`src/rtl/lru_key_value_cache_core_assert.svh`:
```
// Assertion macros for the LRU key/value cache core.
// Included by the top level; needs nothing else.
`ifndef LRU_KEY_VALUE_CACHE_CORE_ASSERT_SVH
`define LRU_KEY_VALUE_CACHE_CORE_ASSERT_SVH
`ifndef SYNTHESIS
// Same-cycle implication, checked out of reset.
`define LKC_ASSERT_IMP(lbl, clk, rstn, ante, cons) \
	lbl: assert property (@(posedge clk) disable iff (!(rstn)) (ante) |-> (cons)) \
		else $error("cache core check failed");
// Next-cycle implication, checked out of reset.
`define LKC_ASSERT_NXT(lbl, clk, rstn, ante, cons) \
	lbl: assert property (@(posedge clk) disable iff (!(rstn)) (ante) |=> (cons)) \
		else $error("cache core check failed");
`else
`define LKC_ASSERT_IMP(lbl, clk, rstn, ante, cons)
`define LKC_ASSERT_NXT(lbl, clk, rstn, ante, cons)
`endif
`endif

```
`src/rtl/lrukv_pkg.sv`:
```
// Shared widths, operation codes and control struct for the LRU cache core.
// No dependencies.
package lrukv_pkg;

	localparam int KEY_W = 64;
	localparam int VAL_W = 32;
	localparam int CAP_W = 5;

	localparam logic [CAP_W-1:0] CAP_RESET = 5'd16;

	localparam logic KIND_GET = 1'b0;
	localparam logic KIND_PUT = 1'b1;

	// Decisions the lookup hands to the state update.
	typedef struct packed {
		logic found;   // key present before this request
		logic put;     // request is a put
		logic touch;   // move the target entry to most recent
		logic insert;  // write the key into the target entry
		logic alloc;   // target entry was free and becomes valid
	} lookup_ctrl_t;

endpackage

```
`src/rtl/lrukv_lookup.sv`:
```
// Parallel key match and target selection for the LRU cache core.
// Depends on lrukv_pkg.
module lrukv_lookup #(
	parameter int ENTRIES = 16,
	parameter int RW = $clog2(ENTRIES),
	parameter int CW = $clog2(ENTRIES + 1)
) (
	input  logic [ENTRIES-1:0]          valid_v,
	input  logic [lrukv_pkg::KEY_W-1:0] key_arr [ENTRIES],
	input  logic [lrukv_pkg::VAL_W-1:0] value_arr [ENTRIES],
	input  logic [RW-1:0]               rank_arr [ENTRIES],
	input  logic [CW-1:0]               count,
	input  logic                        full,
	input  logic                        kind,
	input  logic [lrukv_pkg::KEY_W-1:0] key,
	output logic [ENTRIES-1:0]          match,
	output logic [ENTRIES-1:0]          target_oh,
	output logic [CW-1:0]               old_rank,
	output logic [lrukv_pkg::VAL_W-1:0] read_value,
	output lrukv_pkg::lookup_ctrl_t     ctrl
);
	import lrukv_pkg::*;

	logic [ENTRIES-1:0] victim;
	logic [ENTRIES-1:0] free_oh;
	logic [ENTRIES-1:0] invalid;
	logic [RW-1:0]      hit_rank;
	logic [VAL_W-1:0]   hit_value;
	logic [CW-1:0]      last_rank;

	assign invalid   = ~valid_v;
	// lowest free slot as a one-hot
	assign free_oh   = invalid & (~invalid + ENTRIES'(1));
	assign last_rank = count - CW'(1);

	always_comb begin
		hit_rank  = '0;
		hit_value = '0;
		for (int i = 0; i < ENTRIES; i++) begin
			match[i]  = valid_v[i] && (key_arr[i] == key);
			// valid ranks form 0..count-1, so the oldest holds count-1
			victim[i] = valid_v[i] && (CW'(rank_arr[i]) == last_rank);
			hit_rank  = hit_rank | (match[i] ? rank_arr[i] : '0);
			hit_value = hit_value | (match[i] ? value_arr[i] : '0);
		end
	end

	always_comb begin
		ctrl.found  = |match;
		ctrl.put    = (kind == KIND_PUT);
		ctrl.touch  = ctrl.found || ctrl.put;
		ctrl.insert = !ctrl.found && ctrl.put;
		ctrl.alloc  = ctrl.insert && !full;
		if (ctrl.found) begin
			target_oh = match;
			old_rank  = CW'(hit_rank);
		end else if (full) begin
			target_oh = victim;
			old_rank  = last_rank;
		end else begin
			target_oh = free_oh;
			old_rank  = count;
		end
		read_value = (ctrl.found && !ctrl.put) ? hit_value : '0;
	end

endmodule

```
`src/rtl/lrukv_rank.sv`:
```
// Recency rank update for the LRU cache core: on a touch the target goes to rank 0,
// more recent valid entries age by one. Depends on lrukv_pkg.
module lrukv_rank #(
	parameter int ENTRIES = 16,
	parameter int RW = $clog2(ENTRIES),
	parameter int CW = $clog2(ENTRIES + 1)
) (
	input  logic [ENTRIES-1:0]      valid_v,
	input  logic [RW-1:0]           rank_arr [ENTRIES],
	input  logic [ENTRIES-1:0]      target_oh,
	input  logic [CW-1:0]           old_rank,
	input  lrukv_pkg::lookup_ctrl_t ctrl,
	output logic [RW-1:0]           rank_nxt [ENTRIES]
);
	import lrukv_pkg::*;

	always_comb begin
		for (int i = 0; i < ENTRIES; i++) begin
			if (ctrl.touch && target_oh[i]) begin
				rank_nxt[i] = '0;
			end else if (ctrl.touch && valid_v[i] && (CW'(rank_arr[i]) < old_rank)) begin
				rank_nxt[i] = rank_arr[i] + RW'(1);
			end else begin
				rank_nxt[i] = rank_arr[i];
			end
		end
	end

endmodule

```
`src/rtl/lru_key_value_cache_core.sv`:
```
// Top level of the fully associative LRU key/value cache core.
// Depends on lrukv_pkg, lrukv_lookup, lrukv_rank and the assertion header.
//
//   channel  direction  handshake             payload
//   req      in         req_valid/req_stall   kind, key, value
//   rsp      out        rsp_valid/rsp_stall   hit, read_value
//   cfg      in         cfg_we                cfg_wdata (capacity)
//
// One request per cycle sustained while the response side does not stall. Response
// valid rises once the request beat has passed the request register, then the lookup
// and state update into the response register. The whole key compare and rank update
// sit between those two registers. Reset clears all valid marks, ranks, the entry
// count and sets the capacity to 16; no clearing pass. A stalled response holds the
// stage, and the request side stalls only while a request waits behind it.
`include "lru_key_value_cache_core_assert.svh"

module lru_key_value_cache_core #(
	parameter int ENTRIES = 16
) (
	input  logic                        clk,
	input  logic                        arst_n,
	input  logic                        req_valid,
	output logic                        req_stall,
	input  logic                        kind,
	input  logic [lrukv_pkg::KEY_W-1:0] key,
	input  logic [lrukv_pkg::VAL_W-1:0] value,
	output logic                        rsp_valid,
	input  logic                        rsp_stall,
	output logic                        hit,
	output logic [lrukv_pkg::VAL_W-1:0] read_value,
	input  logic                        cfg_we,
	input  logic [lrukv_pkg::CAP_W-1:0] cfg_wdata
);
	import lrukv_pkg::*;

	localparam int RW = $clog2(ENTRIES);
	localparam int CW = $clog2(ENTRIES + 1);
	localparam int EW = (CW > CAP_W) ? CW : CAP_W;

	// request stage
	logic             valid_s1;
	logic             kind_s1;
	logic [KEY_W-1:0] key_s1;
	logic [VAL_W-1:0] value_s1;

	// response stage
	logic             valid_s2;
	logic             hit_s2;
	logic [VAL_W-1:0] read_value_s2;

	// cache state
	logic [ENTRIES-1:0] valid_q;
	logic [KEY_W-1:0]   key_q [ENTRIES];
	logic [VAL_W-1:0]   value_q [ENTRIES];
	logic [RW-1:0]      rank_q [ENTRIES];
	logic [CW-1:0]      count_q;
	logic [CAP_W-1:0]   capacity_q;

	logic               fire;
	logic               req_beat;
	logic [EW-1:0]      cap_ext;
	logic [EW-1:0]      eff_cap;
	logic               full;
	logic [ENTRIES-1:0] match;
	logic [ENTRIES-1:0] target_oh;
	logic [CW-1:0]      old_rank;
	logic [VAL_W-1:0]   lookup_value;
	lookup_ctrl_t       ctrl;
	logic [RW-1:0]      rank_nxt [ENTRIES];

	// Advance the request stage whenever the response register is free or drains.
	assign fire      = valid_s1 && (!valid_s2 || !rsp_stall);
	assign req_stall = valid_s1 && !fire;
	assign req_beat  = req_valid && !req_stall;

	assign rsp_valid  = valid_s2;
	assign hit        = hit_s2;
	assign read_value = read_value_s2;

	// Saturate the capacity register to 1..ENTRIES.
	assign cap_ext = EW'(capacity_q);
	always_comb begin
		if (cap_ext == '0) begin
			eff_cap = EW'(1);
		end else if (cap_ext > EW'(ENTRIES)) begin
			eff_cap = EW'(ENTRIES);
		end else begin
			eff_cap = cap_ext;
		end
	end
	assign full = (EW'(count_q) >= eff_cap);

	lrukv_lookup #(
		.ENTRIES (ENTRIES),
		.RW      (RW),
		.CW      (CW)
	) u_lookup (
		.valid_v    (valid_q),
		.key_arr    (key_q),
		.value_arr  (value_q),
		.rank_arr   (rank_q),
		.count      (count_q),
		.full       (full),
		.kind       (kind_s1),
		.key        (key_s1),
		.match      (match),
		.target_oh  (target_oh),
		.old_rank   (old_rank),
		.read_value (lookup_value),
		.ctrl       (ctrl)
	);

	lrukv_rank #(
		.ENTRIES (ENTRIES),
		.RW      (RW),
		.CW      (CW)
	) u_rank (
		.valid_v   (valid_q),
		.rank_arr  (rank_q),
		.target_oh (target_oh),
		.old_rank  (old_rank),
		.ctrl      (ctrl),
		.rank_nxt  (rank_nxt)
	);

	// Request register: take a beat whenever the stage is empty or moving on.
	always_ff @(posedge clk or negedge arst_n) begin
		if (!arst_n) begin
			valid_s1 <= 1'b0;
		end else if (req_beat) begin
			valid_s1 <= 1'b1;
		end else if (fire) begin
			valid_s1 <= 1'b0;
		end
	end

	always_ff @(posedge clk) begin
		if (req_beat) begin
			kind_s1  <= kind;
			key_s1   <= key;
			value_s1 <= value;
		end
	end

	// Response register: hold while stalled, drop after the beat.
	always_ff @(posedge clk or negedge arst_n) begin
		if (!arst_n) begin
			valid_s2 <= 1'b0;
		end else if (fire) begin
			valid_s2 <= 1'b1;
		end else if (!rsp_stall) begin
			valid_s2 <= 1'b0;
		end
	end

	always_ff @(posedge clk) begin
		if (fire) begin
			hit_s2        <= ctrl.found;
			read_value_s2 <= lookup_value;
		end
	end

	// Capacity only changes while the cache holds nothing.
	always_ff @(posedge clk or negedge arst_n) begin
		if (!arst_n) begin
			capacity_q <= CAP_RESET;
		end else if (cfg_we && (count_q == '0)) begin
			capacity_q <= cfg_wdata;
		end
	end

	// Valid marks, ranks and fill count: cleared by reset, updated per request.
	always_ff @(posedge clk or negedge arst_n) begin
		if (!arst_n) begin
			valid_q <= '0;
			count_q <= '0;
			for (int i = 0; i < ENTRIES; i++) begin
				rank_q[i] <= '0;
			end
		end else if (fire) begin
			if (ctrl.alloc) begin
				valid_q <= valid_q | target_oh;
				count_q <= count_q + CW'(1);
			end
			for (int i = 0; i < ENTRIES; i++) begin
				rank_q[i] <= rank_nxt[i];
			end
		end
	end

	// Key and value storage: written only into the target entry.
	always_ff @(posedge clk) begin
		for (int i = 0; i < ENTRIES; i++) begin
			if (fire && ctrl.insert && target_oh[i]) begin
				key_q[i] <= key_s1;
			end
			if (fire && ctrl.put && target_oh[i]) begin
				value_q[i] <= value_s1;
			end
		end
	end

	// Fill count tracks the valid marks.
	`LKC_ASSERT_IMP(a_count_matches_valid, clk, arst_n, 1'b1, $countones(valid_q) == count_q)
	// Keys stay unique, so at most one entry matches.
	`LKC_ASSERT_IMP(a_single_match, clk, arst_n, fire, $onehot0(match))
	// An allocation grows the fill count by exactly one.
	`LKC_ASSERT_NXT(a_alloc_count, clk, arst_n, fire && ctrl.alloc, count_q == $past(count_q) + CW'(1))
	// Capacity holds while the cache is not empty.
	`LKC_ASSERT_NXT(a_cap_locked, clk, arst_n, cfg_we && (count_q != '0), $stable(capacity_q))

endmodule

```
`config.mk`:
```
export PLATFORM = sky130hd
export DESIGN_NAME = lru_key_value_cache_core
export DESIGN_NICKNAME = d
export VERILOG_FILES = /design/src/rtl/lrukv_pkg.sv /design/src/rtl/lrukv_lookup.sv /design/src/rtl/lrukv_rank.sv /design/src/rtl/lru_key_value_cache_core.sv
export VERILOG_INCLUDE_DIRS = /design/src /design/src/rtl
export SDC_FILE = /design/constraint.sdc
export NUM_CORES = 2
export LEC_CHECK = 0
export BUFFER_PORTS_ARGS = -buffer_cell sky130_fd_sc_hd__buf_2
export CORE_MARGIN = 3
export CORE_UTILIZATION = 59
export DETAILED_ROUTE_END_ITERATION = 12
export PLACE_DENSITY = 0.74
export SLEW_MARGIN = 20
export SYNTH_ARGS = -nofsm -noshare
export SYNTH_HDL_FRONTEND = slang
export SYNTH_SLANG_ARGS = --single-unit
```
`constraint.sdc`:
```
create_clock -name clk -period 8.75 [get_ports clk]
set_input_delay 1.75 -clock clk [delete_from_list [all_inputs] [get_ports clk]]
set_output_delay 1.75 -clock clk [all_outputs]
set_load 0.01 [all_outputs]
```
==> impl_metrics.yaml <==
timing:
  period_share: 0.799
  setup_violations: 0
  fin_skew_ps: 41.3
  final.setup.worst_slack_ps: 1760
  rsz0062_at_grt: "false"
  worst_slew_pin_slew_ps: 1250
  fin_crit_ps: 6990
  fmax_mhz: 143
  final-max-slew-violation-count: 0
  slew_headroom: 0.160
  hold_viol: 0
  setup-tns-final_ps: 0
routing:
  drc: 0
  route.top_layer_used: "met5"
  drt-pass1-iter-count: 6
  viasPerCell: 6.82
  drt_iter0_drc: 7286
  wire_per_inst_um: 33.2
  drt-total-wl_um: 225000
  wl_met2_um: 103000
  route.met3.wl_um: 28300
  vias: 46300
  drt-met1-wl_um: 81000
  ant_nets: 0
placement:
  port_buffers: 141
  placed_cell_area_sq_um: 77400
  place.gp.congestion: 0.982
  dp_slack_ps: 2060
  dp_hpwl_um: 140000
grt:
  grt_usage: 0.347
  antenna_found_initial: 7
  grt_remaining_overflow: 0
  grt_first_pass_wirelength_um: 322000
  first_global_vias: 44800
  grt_max_degree: 66
yosys:
  ys_seq_area_frac: 0.709
  synthAdderAreaFrac: 0.0109
  synth_ff_type: "edfxtp_1"
  netlist_area_sq_um: 73800
  ys_types: 101
  syn_area_per_cell_sq_um: 15.6
  synth_top_family_by_area: "XOR/XNOR gates"
  async_flop_share: 0.0523
  synth_mux_area_frac: 0.00246
  synth_edf_count: 1666
  synthSimpleGateAreaFrac: 0.0769
  syn-num-nets: 4889
  ys_warn_count: 0
  syn_inst: 4726
  synth-xor-area-share: 0.0967
  synth-seq-cells: 1758
  synth_compound_area_frac: 0.0816
cts:
  clock-root-buffer: "clkbuf_16"
  clockBufferDepth: 3
  clk_pin_slew_worst_paths_ps: 60
  cts_resized: 0
  holdBufCountCts: 0
  cts_inserted_buffers: 173
  cts_tree: "yes"
  clk_latency_ps: 820
  postCtsSetupBuffers: 0
  htree_levels: 4
  clock-sinks: 1758
setup_path:
  critPathLaunchType: "flip-flop"
  crit_family: "simple AND/OR/NAND/NOR gates"
  crit_path_end_kind: "flip-flop"
  cp.arrival_ps: 7690
  critPathBufInv: 1
  path_cells: "inv_1, a2111oi_1, nand4_1, or4_1, nor4_2, nor4_1, nand3_1, nand4b_1, o21ai_2, ha_1, a21oi_1, a21boi_0, o221ai_1, o31ai_2, o21ai_0, a22o_1"
  reg2reg_slack_ps: 1760
  crit_path_max_fanout: 17
  cp_slowest_cell: "edfxtp_1"
  required_ps: 9450
  slowest_delay_ps: 870
  crit_type: "reg -> reg"
floorplan:
  rows: 129
  io_pins: 142
  die_y_um: 360
  floorplan.initialDensity: 0.596
  dieWidth_um: 360
  core_sq_um: 124000
  die_area_sq_um: 129000
pwr:
  power.density_nw_per_um2: 249
  power_mw: 20.6
  vdd_drop_max_mv: 0.240
  power.leakage_nw: 27.3
run_status:
  outcome: "complete, no violations"
final_layout:
  fin_nets: 5190
  drive_above_1_share: 0.136
  post-route-cell-area_sq_um: 82700
  area_growth_pct: 12.1
hold_path:
  hp-class: "reg -> reg"
flow_run:
  timing.max_cap.violations: 0
[cell type report]
class	instances	area [sq um]
well taps	1637	2050
diodes	2	5.00
multi-input cells	2617	20200
clock inverters	93	833
fillers	8334	41200
clock buffers	213	4490
flip-flops and latches	1758	52300
repair buffers	349	2340
inverters	128	489
[per-stage QoR]
step / util / std cells / hold slack (ps)
after floorplan: - / 4726 / 457
after global routing: 0.668 / 6795 / 511
after CTS: 0.667 / 6795 / 491
final: 0.668 / 6797 / 488
after global placement: 0.624 / 6489 / 473
after detailed placement: 0.624 / 6489 / 477
[worst register-to-register path, cell delays in order (launching register included)]
cell and delay, ps:
edfxtp_1 870, inv_1 590, a2111oi_1 600, nand4_1 260
or4_1 590, nor4_2 780, nor4_1 200, nand3_1 710
nand4b_1 210, o21ai_2 420, ha_1 410, a21oi_1 240
a21boi_0 230, o221ai_1 150, o31ai_2 160, o21ai_0 170
a22o_1 300
[cell families (layout without fill, tap and decap cells)]
kind of cell / count (synthesis) / after routing
fa+ha+maj: 66 / 66
buf+inv: 351 / 783
xor+xnor: 815 / 815
simple gates: 982 / 982
mux: 16 / 16
flops: 1758 / 1758
compound gates: 738 / 738
other cells: 0 / 2
[report_power, final]
part	switching, mW	total [mW]	internal [mW]
logic	2.14	3.31	1.17
clock network	3.20	7.10	3.90
registers	0.496	10.2	9.74
total	5.84	20.6	14.8
[routing by layer]
layer  global-route usage  vias to the layer above
met5                    0                        -
li1                     -                    19000
met4                0.176                        4
met1                0.464                    23200
met3               0.0834                      701
met2                0.537                     3456
[flip-flops by register name, summed over array words and instances, names as in the netlist, 5 cells and up]
signal and count:
key_q 1024, value_q 512, key_s1 64, rank_q 64
read_value 32, value_s1 32, valid_q 16, cap_ext 5
count_q 5
[worst paths after layout]
kind,from,cells after the start,endpoint
worst max-delay path,key_s1[39]$_DFFE_PP_,16,rank_q[28]$_DFFE_PN0P_
worst min-delay path,valid_s1$_DFFE_PN0P_,1,rsp_valid$_DFFE_PN0P_
worst max register to register,key_s1[39]$_DFFE_PP_,16,rank_q[28]$_DFFE_PN0P_
worst min register to register,valid_s1$_DFFE_PN0P_,1,rsp_valid$_DFFE_PN0P_
max in group asynchronous,arst_n,2,rank_q[33]$_DFFE_PN0P_
min in group asynchronous,arst_n,1,valid_s1$_DFFE_PN0P_
[Yosys cell counts, drive strengths merged (72+ instances only)]
master	number	share of area
inv	126	0.0065
nor2b	125	0.011
nor2	107	0.0054
nor4	155	0.013
a221oi	134	0.016
a22o	149	0.018
nand4	131	0.011
nand2	85	0.0043
xnor2	304	0.036
edfxtp	1666	0.68
nand3	88	0.0060
xor2	511	0.061
clkbuf	72	0.0037
buf	151	0.012
nand2b	139	0.012
dfrtp	91	0.031
[layout by cell type (no fill, tap or decap), types with 41 or more instances in the layout]
master / Yosys / layout
nand2b_1: 139 / 138
o21ai_0: 49 / 47
clkinv_1: 2 / 41
inv_1: 110 / 110
clkbuf_16: 0 / 173
a221oi_1: 134 / 134
nand2_1: 85 / 85
nor2b_1: 125 / 121
xor2_1: 511 / 510
nand3_1: 88 / 88
nand4_1: 130 / 130
edfxtp_1: 1666 / 1666
buf_2: 96 / 140
xnor2_1: 304 / 303
ha_1: 56 / 56
nor4_1: 151 / 146
buf_4: 39 / 203
o2111ai_1: 49 / 49
nor2_1: 107 / 73
dfrtp_1: 91 / 91
a22o_1: 149 / 149
Power figures use the tool's default switching activity.
